## src/uisc_pkg.sv

```systemverilog
package uisc_pkg;

	localparam int PID_W         = 32;
	localparam int ENTRY_COUNT_W = 4;

	typedef enum logic {
		ACT_ADD    = 1'b0,
		ACT_REMOVE = 1'b1
	} action_t;

	typedef enum logic [2:0] {
		ST_ADDED     = 3'd0,
		ST_DUPLICATE = 3'd1,
		ST_FULL      = 3'd2,
		ST_NOT_FOUND = 3'd3,
		ST_REMOVED   = 3'd4,
		ST_EMPTY     = 3'd5
	} status_t;

	typedef struct packed {
		action_t           action;
		logic [PID_W-1:0]  pid;
	} req_t;

	typedef struct packed {
		status_t                   status;
		logic [ENTRY_COUNT_W-1:0]  entry_count;
	} rsp_t;

endpackage

```

## src/uisc_id_ram.sv

```systemverilog
module uisc_id_ram #(
	parameter int DEPTH = 8,
	parameter int WIDTH = 32
) (
	input  logic                     clk,
	input  logic                     we,
	input  logic [$clog2(DEPTH)-1:0] waddr,
	input  logic [WIDTH-1:0]         wdata,
	input  logic [$clog2(DEPTH)-1:0] raddr,
	output logic [WIDTH-1:0]         rdata
);

	logic [WIDTH-1:0] mem_q [DEPTH];

	always_ff @(posedge clk) begin
		if (we) begin
			mem_q[waddr] <= wdata;
		end
	end

	always_ff @(posedge clk) begin
		rdata <= mem_q[raddr];
	end

endmodule

```

## src/unique_id_set_compacting_unit.sv

```systemverilog
// channel | direction | handshake          | payload
// req     | in        | req_valid/req_stall | uisc_pkg::req_t (action, pid)
// rsp     | out       | rsp_valid/rsp_stall | uisc_pkg::rsp_t (status, entry_count)
//
// One request at a time; a single table read port and one comparator walk the list.
// A request has accept and result steps, with a read and a compare per entry scanned, a
// read and a write per entry shifted down behind a removed match, and an append or tail check.
// arst_n clears the entry count, the sequencer and rsp_valid; table contents need no reset.
// A new request is taken while a finished result still waits under rsp_stall; the next
// result then holds in its result step until that one is taken.
module unique_id_set_compacting_unit #(
	parameter int CAPACITY = 8,
	parameter int ID_WIDTH = 32
) (
	input  logic           clk,
	input  logic           arst_n,
	input  logic           req_valid,
	output logic           req_stall,
	input  uisc_pkg::req_t req,
	output logic           rsp_valid,
	input  logic           rsp_stall,
	output uisc_pkg::rsp_t rsp
);

	import uisc_pkg::*;

	localparam int IDX_W = $clog2(CAPACITY);
	localparam int CNT_W = $clog2(CAPACITY + 1);

	typedef enum logic [2:0] {
		S_IDLE,
		S_RD,
		S_CMP,
		S_APPEND,
		S_SHIFT,
		S_SHIFT_WR,
		S_DONE
	} state_t;

	state_t               state_q;
	action_t              act_q;
	logic [ID_WIDTH-1:0]  id_q;
	logic [CNT_W-1:0]     count_q;
	logic [IDX_W-1:0]     scan_q;
	logic [IDX_W-1:0]     pos_q;
	status_t              res_q;

	logic                 ram_we;
	logic [IDX_W-1:0]     ram_waddr;
	logic [ID_WIDTH-1:0]  ram_wdata;
	logic [IDX_W-1:0]     ram_raddr;
	logic [ID_WIDTH-1:0]  ram_rdata;
	logic [ID_WIDTH-1:0]  req_id;
	logic                 full;

	assign req_id    = ID_WIDTH'(req.pid);
	assign full      = (count_q == CNT_W'(CAPACITY));
	assign req_stall = (state_q != S_IDLE);

	// one write port: append at the tail or move an entry down one place
	always_comb begin
		ram_we    = 1'b0;
		ram_waddr = pos_q;
		ram_wdata = ram_rdata;
		ram_raddr = scan_q;
		unique case (state_q)
			S_APPEND: begin
				ram_we    = !full;
				ram_waddr = count_q[IDX_W-1:0];
				ram_wdata = id_q;
			end
			S_SHIFT: begin
				ram_raddr = pos_q + IDX_W'(1);
			end
			S_SHIFT_WR: begin
				ram_we = 1'b1;
			end
			default: begin
			end
		endcase
	end

	uisc_id_ram #(
		.DEPTH(CAPACITY),
		.WIDTH(ID_WIDTH)
	) u_id_ram (
		.clk  (clk),
		.we   (ram_we),
		.waddr(ram_waddr),
		.wdata(ram_wdata),
		.raddr(ram_raddr),
		.rdata(ram_rdata)
	);

	always_ff @(posedge clk or negedge arst_n) begin
		if (!arst_n) begin
			state_q   <= S_IDLE;
			act_q     <= ACT_ADD;
			id_q      <= '0;
			count_q   <= '0;
			scan_q    <= '0;
			pos_q     <= '0;
			res_q     <= ST_ADDED;
			rsp_valid <= 1'b0;
			rsp       <= '0;
		end else begin
			// result step loads the output, else hold while stalled
			rsp_valid <= (state_q == S_DONE) || (rsp_valid && rsp_stall);
			unique case (state_q)
				S_IDLE: begin
					if (req_valid) begin
						act_q  <= req.action;
						id_q   <= req_id;
						scan_q <= '0;
						priority if (req.action == ACT_ADD && req_id == '0) begin
							res_q   <= ST_DUPLICATE;
							state_q <= S_DONE;
						end else if (req.action == ACT_REMOVE && count_q == '0) begin
							res_q   <= ST_EMPTY;
							state_q <= S_DONE;
						end else if (req.action == ACT_REMOVE && req_id == '0) begin
							res_q   <= ST_NOT_FOUND;
							state_q <= S_DONE;
						end else if (count_q == '0) begin
							state_q <= S_APPEND;
						end else begin
							state_q <= S_RD;
						end
					end
				end
				S_RD: begin
					state_q <= S_CMP;
				end
				S_CMP: begin
					priority if (ram_rdata == id_q) begin
						if (act_q == ACT_ADD) begin
							res_q   <= ST_DUPLICATE;
							state_q <= S_DONE;
						end else begin
							pos_q   <= scan_q;
							state_q <= S_SHIFT;
						end
					end else if (CNT_W'(scan_q) + CNT_W'(1) == count_q) begin
						if (act_q == ACT_ADD) begin
							state_q <= S_APPEND;
						end else begin
							res_q   <= ST_NOT_FOUND;
							state_q <= S_DONE;
						end
					end else begin
						scan_q  <= scan_q + IDX_W'(1);
						state_q <= S_RD;
					end
				end
				S_APPEND: begin
					if (full) begin
						res_q <= ST_FULL;
					end else begin
						count_q <= count_q + CNT_W'(1);
						res_q   <= ST_ADDED;
					end
					state_q <= S_DONE;
				end
				S_SHIFT: begin
					// pull the next entry down until the tail is reached
					if (CNT_W'(pos_q) + CNT_W'(1) < count_q) begin
						state_q <= S_SHIFT_WR;
					end else begin
						count_q <= count_q - CNT_W'(1);
						res_q   <= (count_q == CNT_W'(1)) ? ST_EMPTY : ST_REMOVED;
						state_q <= S_DONE;
					end
				end
				S_SHIFT_WR: begin
					pos_q   <= pos_q + IDX_W'(1);
					state_q <= S_SHIFT;
				end
				S_DONE: begin
					if (!rsp_valid || !rsp_stall) begin
						rsp.status      <= res_q;
						rsp.entry_count <= ENTRY_COUNT_W'(count_q);
						state_q         <= S_IDLE;
					end
				end
				default: begin
					state_q <= S_IDLE;
				end
			endcase
		end
	end

endmodule
```

## config.mk

```make
export PLATFORM = sky130hd
export DESIGN_NAME = unique_id_set_compacting_unit
export DESIGN_NICKNAME = d
export VERILOG_FILES = /design/src/uisc_pkg.sv /design/src/uisc_id_ram.sv /design/src/unique_id_set_compacting_unit.sv
export SDC_FILE = /design/constraint.sdc
export NUM_CORES = 1
export LEC_CHECK = 0
export BUFFER_PORTS_ARGS = -buffer_cell sky130_fd_sc_hd__buf_2
export CAP_MARGIN = 20
export CORE_MARGIN = 3
export CORE_UTILIZATION = 46
export CTS_CLUSTER_DIAMETER = 60
export CTS_CLUSTER_SIZE = 40
export DETAILED_ROUTE_END_ITERATION = 16
export PLACE_DENSITY_LB_ADDON = 0.2
export SLEW_MARGIN = 20
export SYNTH_ARGS = -nofsm -noshare
export SYNTH_HDL_FRONTEND = slang
export SYNTH_SLANG_ARGS = --single-unit
```

## constraint.sdc

```tcl
create_clock -name clk -period 3.8 [get_ports clk]
set_clock_uncertainty 0.05 [all_clocks]
set_input_delay 0.57 -clock clk [delete_from_list [all_inputs] [get_ports clk]]
set_output_delay 0.57 -clock clk [all_outputs]
set_load 0.02 [all_outputs]
```

# Yosys cells after proc, flatten, opt, wreduce, memory -nomap -nowiden

Memory sizes are Yosys's and may differ from the RTL's. A register that Yosys moved wholly into a read port is not among the register bits.
Index checks and enable logic that the tools add are counted.

Add/sub/neg operators: 6
$lt $le $gt $ge: 1
Equality and inequality tests: 22
Muxes and demuxes: 40
Bitwise logic cells: 1
Reductions and logical operators: 24

Operator list:

| kind                                          | number |
|---|---|
| two-way mux 3 bit                             | 24 |
| == test 32 bit                                | 1 |
| zero test 32 bit                              | 1 |
| two-way mux 32 bit                            | 1 |
| case mux 3 bit (7 select lines)               | 1 |
| != test 2 bit, second input constant          | 7 |
| case mux 3 bit (2 select lines)               | 2 |
| case mux 3 bit (4 select lines)               | 1 |
| == test 3 bit, second input constant          | 3 |
| != test 3 bit, second input constant          | 3 |
| adder 3 x 1 -> 4 bit, second input constant   | 2 |
| two-way mux 2 bit                             | 4 |
| two-way mux 4 bit                             | 2 |
| case mux 4 bit (2 select lines)               | 1 |
| AND reduction 7 bit                           | 1 |
| adder 3 x 1 -> 3 bit, second input constant   | 2 |
| == test 3 x 2 -> 1 bit, second input constant | 2 |
| AND reduction 2 bit                           | 3 |
| AND reduction 3 bit                           | 2 |
| nonzero test 2 bit                            | 3 |
| adder 4 x 1 -> 4 bit, second input constant   | 1 |
| == test 4 x 1 -> 1 bit, second input constant | 1 |
| == test 4 bit                                 | 1 |
| == test 4 bit, second input constant          | 1 |
| 16 further kinds                              | 24 |

Register bits: 57
Memory bits (writable): 256
Input bits: 37
Logic and storage cells: 105
Memories kept: 1

Memory list:

| name           | depth | bits a word | read ports | clocked after Yosys merged registers in | write ports | line              | source |
|---|---|---|---|---|---|---|---|
| u_id_ram.mem_q | 8     | 32          | 1          | 1                                       | 1           | uisc_id_ram.sv:13 | `logic [WIDTH-1:0] mem_q [DEPTH];` |

# Logic depth before layout (Yosys ltp)

Gate-level depths: netlist of the first run.

Depth in word-level cells: 7
Depth in mapped cells: 9
Mapped depth without buffers: 9

# Hierarchy

From an unflattened synthesis of the first run, not the netlist that was laid out.

Cell total of the unflattened synthesis: 753
Area, all modules: 14113.5 um^2

Modules (own cells, without submodules):

| module                        | instances | cells each | area each (um^2) |
|---|---|---|---|
| uisc_id_ram                   | 1         | 415        | 10466.3 |
| unique_id_set_compacting_unit | 1         | 338        | 3647.2 |

# Worst setup path after synthesis of the first run

No wires, ideal clock.

Path kind: reg-to-reg
From: reg state_q[2]
To: mem u_id_ram.mem_q[4][0], enable pin
Library setup time: 0.421 ns
Data arrival time: 2.588 ns
Path slack: 0.742 ns
Stages on the path, launching flop included: 7
Path through: dfrtp_1 > clkbuf_1 > nand3b_1 > clkbuf_1 > nor3_1 > a31oi_1 > nor2_1

Cells in the longest elaborated chain, start to end: 4
Elaborated cells between the ends (all ways): 6

Ends and longest elaborated chain:

| item                                                    | line                                 | source |
|---|---|---|
| start, declared                                         | unique_id_set_compacting_unit.sv:40  | `state_t state_q;` |
| start signal, assigned                                  | unique_id_set_compacting_unit.sv:97  | `state_q <= S_IDLE;` |
| start signal, assigned                                  | unique_id_set_compacting_unit.sv:117 | `state_q <= S_DONE;` |
| start signal, assigned                                  | unique_id_set_compacting_unit.sv:120 | `state_q <= S_DONE;` |
| == test 3 bit or == test 3 x 2 -> 1 bit (tied branches) | unique_id_set_compacting_unit.sv:66  | `unique case (state_q)` |
| case mux 1 bit (2 select lines)                         | unique_id_set_compacting_unit.sv:66  |  |
| two-way mux 1 bit                                       | uisc_id_ram.sv:16                    | `if (we) begin` |
| two-way mux 1 bit (implied by the code)                 | uisc_id_ram.sv:17                    | `mem_q[waddr] <= wdata;` |
| end, declared                                           | uisc_id_ram.sv:13                    |  |

Several ways; a longest one is shown, not always the timed one.

# Worst setup path in the final report of the first run

From: reg state_q[0]
To: reg u_id_ram.rdata[14], read port of u_id_ram.mem_q

Cells in the longest elaborated chain, start to end: 2

Ends and longest elaborated chain:

| item              | line                                | source |
|---|---|---|
| == test 3 bit     | unique_id_set_compacting_unit.sv:66 |  |
| two-way mux 3 bit | unique_id_set_compacting_unit.sv:66 |  |
| end, declared     | uisc_id_ram.sv:10                   | `output logic [WIDTH-1:0] rdata` |

Every way passes these cells.
A chain may end at the register's enable or synchronous reset.

==> flow_summary.rst, run 1 <==
.. list-table::
   :header-rows: 1

   * - Metric
     - Value
   * - Outcome
     - completed
   * - Max Cap Violations
     - 0
   * - Average cell area after synthesis
     - 18.32 µm²
   * - First-pass GRT wire length
     - 44640 µm
   * - Post-route fraction of the period consumed by the critical path
     - 0.7840
   * - Root Driver
     - clkbuf_16
   * - Pwr dens
     - 880.4 nW/µm²
   * - Worst-path clk slew
     - 0.09 ns
   * - Summed negative setup slack over all endpoints
     - 0 ns
   * - Sequential cell area
     - 9754 µm²
   * - NumNets Final
     - 866
   * - Via count of the first global-routing pass
     - 7305
   * - Yosys top cell area share
     - 0.5507
   * - CP max FO
     - 32
   * - Top Ports
     - 46
   * - Drt wl/cell
     - 23.67 µm
   * - Latest clock arrival within the worst-skew pair
     - 0.55 ns
   * - Arrival time at the worst endpoint
     - 3.36 ns
   * - Post-Synthesis Cells
     - 762
   * - Sequence of cells on the critical path
     - nor2_4 -> nand2_1 -> nor2_1 -> a21oi_4 -> buf_12 -> mux4_2 -> mux2_2
   * - Proportion of layout cells with a drive suffix above 1
     - 0.3496
   * - Cell Area, Placed
     - 14810 µm²
   * - Part of the Yosys area used for sequential elements
     - 0.6988
   * - Via density
     - 5.690
   * - Synthesized net count
     - 807
   * - Critical Path Start Type
     - flip-flop
   * - Starting DRT DRC Count
     - 520
   * - Die area
     - 32470 µm²
   * - Final min period
     - 2.979 ns
   * - Die Span X
     - 180.2 µm
   * - Worst slew margin relative to its limit
     - 0.3684
   * - Overall die height
     - 180.2 µm
   * - TritonCTS clock tree
     - done
   * - Count of warnings emitted by yosys
     - 0
   * - Half-perimeter wire length after placement
     - 17130 µm
   * - Share of the core filled with cells
     - 0.5329
   * - Critical path's largest stage delay
     - 0.69 ns
   * - Unique masters post-synth
     - 54
   * - Startpoint of the most critical register-to-register path
     - state_q[0]
   * - Via total after detailed routing
     - 7005
   * - Antenna violations before repair
     - 0
   * - Leakage component of the power
     - 5.430 nW
   * - VDD IR-drop max
     - 0.5530 mV
   * - Register bit count reported by yosys
     - 345
   * - Final weighted congestion of routability-driven global placement
     - 0.7886
   * - CTS HTree Levels
     - 1
   * - Most common cell in the synthesized netlist
     - edfxtp_1
   * - Final number of max-transition violations
     - 0
   * - Number of iterations in the first detailed-routing pass
     - 5
   * - Number of placement rows
     - 63
   * - Number of inserted filler cells in the final layout
     - 2330
   * - Hold Path Stages
     - 2
   * - Routed WL
     - 29130 µm
   * - Start-to-end type of the worst setup path
     - reg2reg
   * - Start point of the critical path
     - state_q[0]
   * - Maximum clock frequency
     - 335.7 MHz
   * - Standard cell core area
     - 29800 µm²
   * - Slowest cell on crit path
     - dfrtp_1
   * - Fraction of registers with async set or reset after synthesis
     - 0.1652
   * - Post-synth EDFFs
     - 256
   * - Crit path buf inv count
     - 1
   * - Kind of path behind the tightest hold check
     - in2reg
   * - Finished layout cell area
     - 15880 µm²
   * - Quantity of I/O buffers inserted on ports
     - 45
   * - Global route overflow
     - 0
   * - Overall fraction of global-route tracks in use
     - 0.1790
   * - Initial core utilization
     - 0.4685
   * - Sinks on Clock Net
     - 345
   * - Source of the worst hold timing path
     - req[22]
   * - Area added between synthesis and finish
     - 13.74%
   * - Main flop type after synthesis
     - edfxtp_1
   * - Dominant cell type by area after synthesis
     - edfxtp_1
   * - Logic depth of the worst setup path including buffers
     - 7
   * - Crit. End Element
     - flip-flop
   * - Setup repair after global routing missed its margin
     - false
   * - Worst Max-Slew Pin Slew
     - 0.9473 ns
   * - Mapped cell area
     - 13960 µm²
   * - Area used by multi-input combinational logic
     - 4049 µm²
   * - Family of cells with the greatest summed delay on the critical path
     - multiplexers
   * - Total clock buffers created by CTS
     - 26
   * - Number of cells traversed by the worst register-to-register path
     - 7
   * - Setup-violating endpoint count in the final report
     - 0
   * - Total count of hold-check failures in the final report
     - 0
   * - Biggest area contributors in the synthesized netlist
     - edfxtp_1 (55%), mux4_2 (10%), dfrtp_1 (10%), mux2_2 (8.0%), dfxtp_1 (4.6%)
   * - Commonest cells post-synth
     - edfxtp_1 (256), mux2_2 (99), mux4_2 (64)
   * - Maximum number of pins on one net before global-route repair
     - 65
   * - Number of setup buffers added after CTS
     - 0
   * - Post-DRT Antenna Nets
     - 0
   * - Critical path required time
     - 4.19 ns
   * - DRC violation count after routing
     - 0
   * - Number of buffers on the longest clock path
     - 3
   * - Inserted Diodes
     - 0
## what timing repair did
item | 4_1_cts | 5_1_grt
setup endpoints to repair | 0 | 0
hold buffers | 1 | 0
endpoints found under the hold margin | 20 | 0
resized for setup | 0 | 0
## layout by cell type (no fill, tap or decap), drive strengths merged, types with 8 or more instances in the layout
cell and n:
inv 19, ha 8, nor2 29, clkinv 9, nand4 13, mux4 64, edfxtp 256, clkbuf 27
dfrtp 57, nor4 10, buf 64, dfxtp 32, o21ai 20, xnor2 37, nand2 24, a21oi 11
mux2 101
## cell families after synthesis
| kind of cell | Yosys count | share of synthesized area |
|---|---|---|
| and+or+nand+nor | 105 | 0.03863 |
| AOI/OAI and AO/OA | 50 | 0.02232 |
| buffers and inverters | 44 | 0.01775 |
| adders and majority gates | 8 | 0.007171 |
| xor gates and xnor gates | 39 | 0.02545 |
| muxes | 171 | 0.1899 |
| DFF | 345 | 0.6988 |
## sequential cells by signal (all words and copies together) (netlist names)
| signal | cells |
|---|---|
| count_q | 4 |
| res_q | 3 |
| scan_q | 3 |
| act_q | 1 |
| id_q | 32 |
| rsp | 7 |
| state_q | 3 |
| rsp_valid | 1 |
| u_id_ram.rdata | 32 |
| u_id_ram.mem_q | 256 |
| pos_q | 3 |
## metal layers
metal  track usage  share of wire  wire [µm]
met1        0.2456           0.43      12530
met2        0.3096           0.51      14790
met4       0.03776          0.017        485
met3       0.02463          0.046       1335
met5             0              0          0
## cell type report
type	instances	share of cell area
clock buffer	27	0.04255
clock inverter	21	0.02411
inverter	10	0.002364
multi-input combinational	373	0.2550
sequential	345	0.6143
tap	390	0.03073
timing repair buffer	65	0.03089
## final timing paths
kind                            slack (ns)            endpoint
worst max-delay path                  0.82  u_id_ram.rdata[14]
worst min-delay path                  0.22            id_q[22]
worst max register to register        0.82  u_id_ram.rdata[14]
worst min register to register        0.43              rsp[3]
max in group asynchronous             2.24           scan_q[2]
min in group asynchronous             0.51          count_q[1]
## through the flow
| step | hold slack, ns | power, mW | cells | setup WS (ns) |
|---|---|---|---|---|
| 6_report | 0.2218 | 13.98 | 1231 | 0.8208 |
| 5_1_grt | 0.2108 | 14.71 | 1231 | 0.6335 |
| 4_1_cts | 0.2036 | 14.13 | 1231 | 0.8066 |
| 3_5_place_dp | 0.4162 | 10.92 | 1182 | 0.6975 |
| 3_3_place_gp | 0.4082 | 10.73 | 1182 | 0.8286 |
| 2_1_floorplan | 0.2244 | 9.568 | 762 | 0.7415 |
## power breakdown
| group | internal (mW) | switching [mW] |
|---|---|---|
| Clock | 1.65 | 1.55 |
| Combinational | 2.35 | 2.52 |
| Sequential | 5.36 | 0.539 |
| Total | 9.36 | 4.61 |
No activity file was read; power rests on OpenSTA's default activity.
==> run 2, diff against run 1 <==
==> constraint.sdc (replaced) <==
create_clock -name clk -period 2.85 [get_ports clk]
set_clock_uncertainty 0.05 [all_clocks]
set_input_delay 0.4275 -clock clk [delete_from_list [all_inputs] [get_ports clk]]
set_output_delay 0.4275 -clock clk [all_outputs]
set_load 0.02 [all_outputs]
==> flow_summary.rst, run 2 (synthesis gave the netlist of run 1 again) <==
.. list-table::
   :header-rows: 1

   * - Metric
     - Value
   * - Count of hold-fix buffers inserted at cts
     - 1 (unchanged)
   * - Number of setup buffers added after CTS
     - 0 (unchanged)
   * - Register-to-Register Setup Slack
     - 0.21 ns (-0.61 ns)
   * - Global route overflow
     - 0 (unchanged)
   * - Worst slew margin relative to its limit
     - 0.4844 (+0.1160)
   * - Register with the most flip-flops
     - u_id_ram.mem_q
   * - TritonCTS clock tree
     - done
   * - Setup repair after global routing missed its margin
     - false
   * - Largest registers
     - u_id_ram.mem_q (256), id_q (32), u_id_ram.rdata (32)
   * - Post-route fraction of the period consumed by the critical path
     - 0.9255 (+0.1415)
   * - NumNets Final
     - 890 (+2.8%)
   * - First-pass GRT wire length
     - 45550 µm (+2.0%)
   * - Root Driver
     - clkbuf_16
   * - Worst Max-Slew Pin Slew
     - 0.7734 ns (-0.1740 ns)
   * - Startpoint of the most critical register-to-register path
     - id_q[3]
   * - Cell Area, Placed
     - 14950 µm² (+0.96%)
   * - Crit. End Element
     - flip-flop
   * - Flip-flop count of the largest register after layout
     - 256 (unchanged)
   * - Final number of max-transition violations
     - 0 (unchanged)
   * - Final min period
     - 2.638 ns (-0.3415 ns)
   * - Latest clock arrival within the worst-skew pair
     - 0.56 ns (about the same)
   * - DRC violation count after routing
     - 0 (unchanged)
   * - Area used by multi-input combinational logic
     - 4049 µm² (unchanged)
   * - Overall fraction of global-route tracks in use
     - 0.1832 (+0.004188)
   * - Die area
     - 32470 µm² (unchanged)
   * - Routed WL
     - 29830 µm (+2.4%)
   * - Antenna violations before repair
     - 0 (unchanged)
   * - CP max FO
     - 3 (-91%)
   * - Max Cap Violations
     - 0 (unchanged)
   * - Pwr dens
     - 1158 nW/µm² (+32%)
   * - Via density
     - 5.631 (-1.0%)
   * - Global-route layer with the greatest usage
     - met2
   * - Proportion of layout cells with a drive suffix above 1
     - 0.3665 (+0.01689)
   * - Kind of path behind the tightest hold check
     - in2reg
   * - Drt wl/cell
     - 23.77 µm (+0.44%)
   * - Quantity of I/O buffers inserted on ports
     - 45 (unchanged)
   * - Number of buffers on the longest clock path
     - 3 (unchanged)
   * - Number of placement rows
     - 63 (unchanged)
   * - Finished layout cell area
     - 15890 µm² (about the same)
   * - Pre-CTS setup slack
     - 0.2192 ns (-0.4783 ns)
   * - Most common library cell in the layout ignoring fill and taps
     - edfxtp_1
   * - Maximum number of pins on one net before global-route repair
     - 42 (-35%)
   * - Half-perimeter wire length after placement
     - 18440 µm (+7.7%)
   * - Worst-path clk slew
     - 0.08 ns (about the same)
   * - Inserted Diodes
     - 0 (unchanged)
   * - Start point of the critical path
     - id_q[3]
   * - Setup-violating endpoint count in the final report
     - 0 (unchanged)
   * - Total clock buffers created by CTS
     - 26 (unchanged)
   * - Sinks on Clock Net
     - 345 (unchanged)
   * - Outcome
     - completed
   * - CTS HTree Levels
     - 1 (unchanged)
   * - Destination of the worst register-to-register timing path
     - res_q[2]
   * - Worst setup path endpoint
     - res_q[2]
   * - Number of cells traversed by the worst register-to-register path
     - 8 (+1)
   * - Start-to-end type of the worst setup path
     - reg2reg
   * - Final weighted congestion of routability-driven global placement
     - 0.8498 (+7.8%)
   * - Via total after detailed routing
     - 7067 (+0.89%)
   * - Grt met1 use
     - 0.2552 (+0.009630)
   * - VDD IR-drop max
     - 0.6587 mV (+19%)
   * - Arrival time at the worst endpoint
     - 3.01 ns (-0.35 ns)
   * - Area added between synthesis and finish
     - 13.81% (about the same)
   * - Standard cell core area
     - 29800 µm² (unchanged)
   * - Placed cell count
     - 1206 (+2.0%)
   * - Number of inserted filler cells in the final layout
     - 2366 (+1.5%)
   * - Top Ports
     - 46 (unchanged)
   * - Leakage component of the power
     - 5.490 nW (+1.1%)
   * - Critical path required time
     - 3.23 ns (-0.96 ns)
   * - Initial core utilization
     - 0.4685 (unchanged)
   * - Overall die height
     - 180.2 µm (unchanged)
   * - Commonest non-fill, non-tap cells in the layout
     - edfxtp_1 (256), mux2_2 (99), mux4_2 (64)
   * - Maximum clock frequency
     - 379.1 MHz (+13%)
   * - Post-DRT Antenna Nets
     - 0 (unchanged)
   * - Non-filler cells in the finished layout
     - 1255 (+1.9%)
   * - Sequential cell area
     - 9754 µm² (unchanged)
   * - Resized Gates After CTS
     - 0 (unchanged)
   * - Via count of the first global-routing pass
     - 7423 (+1.6%)
   * - Critical Path Start Type
     - flip-flop
   * - Met2 layer usage reported by global route
     - 0.3069 (-0.002717)
   * - Final setup slack of the worst path
     - 0.2123 ns (-0.6085 ns)
   * - Starting DRT DRC Count
     - 576 (+11%)
   * - Number of iterations in the first detailed-routing pass
     - 4 (-1)
   * - Total count of hold-check failures in the final report
     - 0 (unchanged)
   * - Worst hold slack
     - 0.06902 ns (-0.1528 ns)
   * - GR Layer Usage met3
     - 0.03351 (+0.008882)
   * - Die Span X
     - 180.2 µm (unchanged)
==> run 2: changes by cell type in the layout (fill, tap and decap cells not counted), moves of 2 or more <==
cell	change
buf_4	+27
inv_8	+4
buf_12	-3
bufinv_16	-3
inv_12	-3
inv_16	-3
clkinv_8	+2
inv_6	+2
==> run 2: stage by stage <==
stage / setup TNS, ns / util / power (mW)
2_1_floorplan: -38.40 / - / 12.76
3_3_place_gp: 0 / 0.5018 / 14.52
3_5_place_dp: 0 / 0.5018 / 14.77
4_1_cts: 0 / 0.5332 / 18.62
5_1_grt: 0 / 0.5332 / 19.41
6_report: 0 / 0.5332 / 18.40
==> run 2: how the worst min path moves through the flow <==
stage | slack, ns | from | depth (start not counted) | end
6_report | 0.07 | req[21] | 2 | id_q[21]
5_1_grt | 0.06 | req[18] | 2 | id_q[18]
4_1_cts | 0.04 | req[21] | 2 | id_q[21]
3_5_place_dp | 0.42 | rsp[1] | 2 | rsp[1]
3_3_place_gp | 0.41 | rsp[0] | 2 | rsp[0]
2_1_floorplan | 0.08 | arst_n | 0 | act_q
==> run 2: metal layers <==
layer	part of all wire	vias to the layer above
met4	0.020	0
met5	0	-
met2	0.50	148
met3	0.046	35
li1	-	3170
met1	0.44	3714
==> run 2: critical path: stages (launching register included) <==
cell and delay (ns):
dfrtp_1 0.42, xnor2_1 0.36, nand4_1 0.25, nor4_2 0.32
buf_4 0.19, a21oi_1 0.10, a211oi_2 0.28, nand3_1 0.19
mux2_1 0.36
==> run 2: area by class of cell <==
type	count	area share
multi-input cells	373	0.2548
inverters	10	0.002363
flip-flops and latches	345	0.6140
clock buffers	27	0.04182
clock inverters	21	0.01646
well taps	390	0.03071
repair buffers	89	0.03985
==> run 2: report_power, final <==
part,switching [mW],internal [mW],leakage [nW],total [mW]
Sequential,0.675,7.15,3.26,7.82
Clock,1.97,1.85,0.450,3.82
Combinational,3.48,3.27,1.78,6.75
==> run 3, diff against run 2 <==
--- a/config.mk
+++ b/config.mk
@@ -7,8 +7,9 @@
 export LEC_CHECK = 0
 export BUFFER_PORTS_ARGS = -buffer_cell sky130_fd_sc_hd__buf_2
 export CAP_MARGIN = 20
-export CORE_MARGIN = 3
+export CORE_MARGIN = 4
 export CORE_UTILIZATION = 46
+export CTS_BUF_LIST = sky130_fd_sc_hd__clkbuf_4 sky130_fd_sc_hd__clkbuf_8 sky130_fd_sc_hd__clkbuf_16
 export CTS_CLUSTER_DIAMETER = 60
 export CTS_CLUSTER_SIZE = 40
 export DETAILED_ROUTE_END_ITERATION = 16
==> flow_summary.rst, run 3 (synthesis gave the netlist of run 1 again) <==
.. list-table::
   :header-rows: 1

   * - Metric
     - Value
   * - Number of inserted filler cells in the final layout
     - 2375 (+0.38%)
   * - TritonCTS clock tree
     - done
   * - Critical path's largest stage delay
     - 0.46 ns (+0.04 ns)
   * - Standard cell core area
     - 29800 µm² (unchanged)
   * - Global-route layer with the greatest usage
     - met2
   * - Family of cells with the greatest summed delay on the critical path
     - compound AO/OA/AOI/OAI gates
   * - NumNets Final
     - 882 (-0.90%)
   * - Sinks on Clock Net
     - 345 (unchanged)
   * - Setup-violating endpoint count in the final report
     - 0 (unchanged)
   * - Drt wl/cell
     - 24.24 µm (+2.0%)
   * - Setup repair after global routing missed its margin
     - false
   * - Pre-CTS setup slack
     - 0.08399 ns (-0.1352 ns)
   * - Top Ports
     - 46 (unchanged)
   * - Pwr dens
     - 1164 nW/µm² (+0.54%)
   * - Quantity of I/O buffers inserted on ports
     - 45 (unchanged)
   * - Share of the core filled with cells
     - 0.5353 (+0.002099)
   * - Non-filler cells in the finished layout
     - 1247 (-0.64%)
   * - Number of buffers on the longest clock path
     - 3 (unchanged)
   * - Routed WL
     - 30230 µm (+1.3%)
   * - Half-perimeter wire length after placement
     - 17770 µm (-3.6%)
   * - CTS HTree Levels
     - 1 (unchanged)
   * - Crit. End Element
     - flip-flop
   * - Die area
     - 33200 µm² (+2.2%)
   * - Critical path required time
     - 3.23 ns (about the same)
   * - Initial core utilization
     - 0.4685 (unchanged)
   * - Latest clock arrival within the worst-skew pair
     - 0.56 ns (about the same)
   * - Outcome
     - completed
   * - Number of cells traversed by the worst register-to-register path
     - 9 (+1)
   * - Placed cell count
     - 1198 (-0.66%)
   * - Root Driver
     - clkbuf_16
   * - Flip-flop count of the largest register after layout
     - 256 (unchanged)
   * - Die Span X
     - 182.2 µm (+1.1%)
   * - Final min period
     - 2.600 ns (-0.03748 ns)
   * - Area added between synthesis and finish
     - 14.26%
   * - Logic depth of the worst setup path including buffers
     - 9 (+1)
   * - Final weighted congestion of routability-driven global placement
     - 0.8238 (-3.1%)
   * - Max Cap Violations
     - 0 (unchanged)
   * - Largest registers
     - u_id_ram.mem_q (256), id_q (32), u_id_ram.rdata (32)
   * - First-pass GRT wire length
     - 46440 µm (+2.0%)
   * - Worst hold slack
     - 0.07558 ns (+0.006561 ns)
   * - Total count of hold-check failures in the final report
     - 0 (unchanged)
   * - Maximum clock frequency
     - 384.6 MHz (+1.4%)
   * - Starting DRT DRC Count
     - 585 (+1.6%)
   * - GR Layer Usage met3
     - 0.01973 (-0.01378)
   * - Grt met1 use
     - 0.2580 (+0.002806)
   * - Overall fraction of global-route tracks in use
     - 0.1834 (about the same)
   * - Kind of path behind the tightest hold check
     - in2reg
   * - Post-route fraction of the period consumed by the critical path
     - 0.9124 (-0.01315)
   * - Most common library cell in the layout ignoring fill and taps
     - edfxtp_1
   * - Number of iterations in the first detailed-routing pass
     - 5 (+1)
   * - Worst-path clk slew
     - 0.09 ns (about the same)
   * - Register with the most flip-flops
     - u_id_ram.mem_q
   * - Cell repeated most along the worst path
     - ha_1
   * - Worst Max-Slew Pin Slew
     - 0.8587 ns (+0.08534 ns)
   * - Maximum number of pins on one net before global-route repair
     - 65 (+55%)
   * - Hold Path Stages
     - 2 (unchanged)
   * - Proportion of layout cells with a drive suffix above 1
     - 0.3606 (-0.005914)
   * - Arrival time at the worst endpoint
     - 2.98 ns (-0.03 ns)
   * - Sequence of cells on the critical path
     - ha_1 -> ha_1 -> a21boi_0 -> o21ai_0 -> nand2b_1 -> a211oi_1 -> a211oi_2 -> nand3_1 -> mux2_1
   * - CP max FO
     - 7 (+4)
   * - Crit path buf inv count
     - 0 (-1)
   * - Final number of max-transition violations
     - 0 (unchanged)
   * - Register-to-Register Setup Slack
     - 0.25 ns (+0.04 ns)
   * - Antenna violations before repair
     - 0 (unchanged)
   * - Met2 layer usage reported by global route
     - 0.3174 (+0.01046)
   * - Number of setup buffers added after CTS
     - 0 (unchanged)
   * - Inserted Diodes
     - 0 (unchanged)
   * - Post-DRT Antenna Nets
     - 0 (unchanged)
   * - Commonest non-fill, non-tap cells in the layout
     - edfxtp_1 (256), mux2_2 (99), mux4_2 (64)
   * - Global route overflow
     - 0 (unchanged)
   * - Total clock buffers created by CTS
     - 26 (unchanged)
   * - DRC violation count after routing
     - 0 (unchanged)
   * - Worst slew margin relative to its limit
     - 0.4275 (-0.05689)
   * - Via total after detailed routing
     - 7142 (+1.1%)
   * - VDD IR-drop max
     - 0.6725 mV (+2.1%)
   * - Leakage component of the power
     - 5.484 nW (about the same)
   * - Slowest cell on crit path
     - dfrtp_1
   * - Via count of the first global-routing pass
     - 7510 (+1.2%)
   * - Via density
     - 5.727 (+1.7%)
   * - Start-to-end type of the worst setup path
     - reg2reg
   * - Overall die height
     - 182.2 µm (+1.1%)
   * - Critical Path Start Type
     - flip-flop
   * - Number of placement rows
     - 63 (unchanged)
   * - Final setup slack of the worst path
     - 0.2498 ns (+0.03748 ns)
-- run 3: metal layers --
metal / vias up / wire length (µm)
met5: - / 0
met4: 0 / 371
met3: 25 / 1253
met2: 160 / 15440
met1: 3803 / 13170
li1: 3154 / -
-- run 3: timing repair --
item,CTS,global route
endpoints found under the hold margin,29,0
hold buffers,1,0
gates resized for setup,0,0
-- run 3: power breakdown --
group | leakage [nW] | internal, mW | switching [mW]
Sequential | 3.26 | 7.15 | 0.636
Clock | 0.465 | 2.06 | 1.92
Combinational | 1.76 | 3.29 | 3.51
-- run 3: layout make-up --
class                   count  area (µm²)  area share
flip-flops and latches    345        9754      0.6115
multi-input cells         373        4049      0.2538
clock buffers              29       690.7     0.04330
repair buffers             81       673.1     0.04220
well taps                 390       488.0     0.03059
clock inverters            19       257.7     0.01616
inverters                  10       37.54    0.002353
-- run 3: through the flow --
stage | area, µm² | power, mW | setup TNS (ns)
finish | 15950 | 18.57 | 0
global route | 15950 | 19.60 | 0
CTS | 15950 | 18.79 | 0
detailed placement | 14990 | 14.79 | 0
global placement | 14990 | 14.60 | 0
floorplan | 13960 | 12.76 | -38.40
-- run 3: path summary, 6_finish.rpt --
path / startpoint / endpoint
worst max-delay path: pos_q[0] / res_q[1]
worst min-delay path: req[2] / id_q[2]
worst max register to register: pos_q[0] / res_q[1]
worst min register to register: rsp[4] / rsp[4]
max in group asynchronous: arst_n / id_q[9]
min in group asynchronous: arst_n / count_q[3]
-- run 3: worst reg2reg max path, cell delays in order (launching register included) --
cell	delay, ns
dfrtp_1	0.46
ha_1	0.39
ha_1	0.29
a21boi_0	0.12
o21ai_0	0.15
nand2b_1	0.10
a211oi_1	0.34
a211oi_2	0.08
nand3_1	0.16
mux2_1	0.34
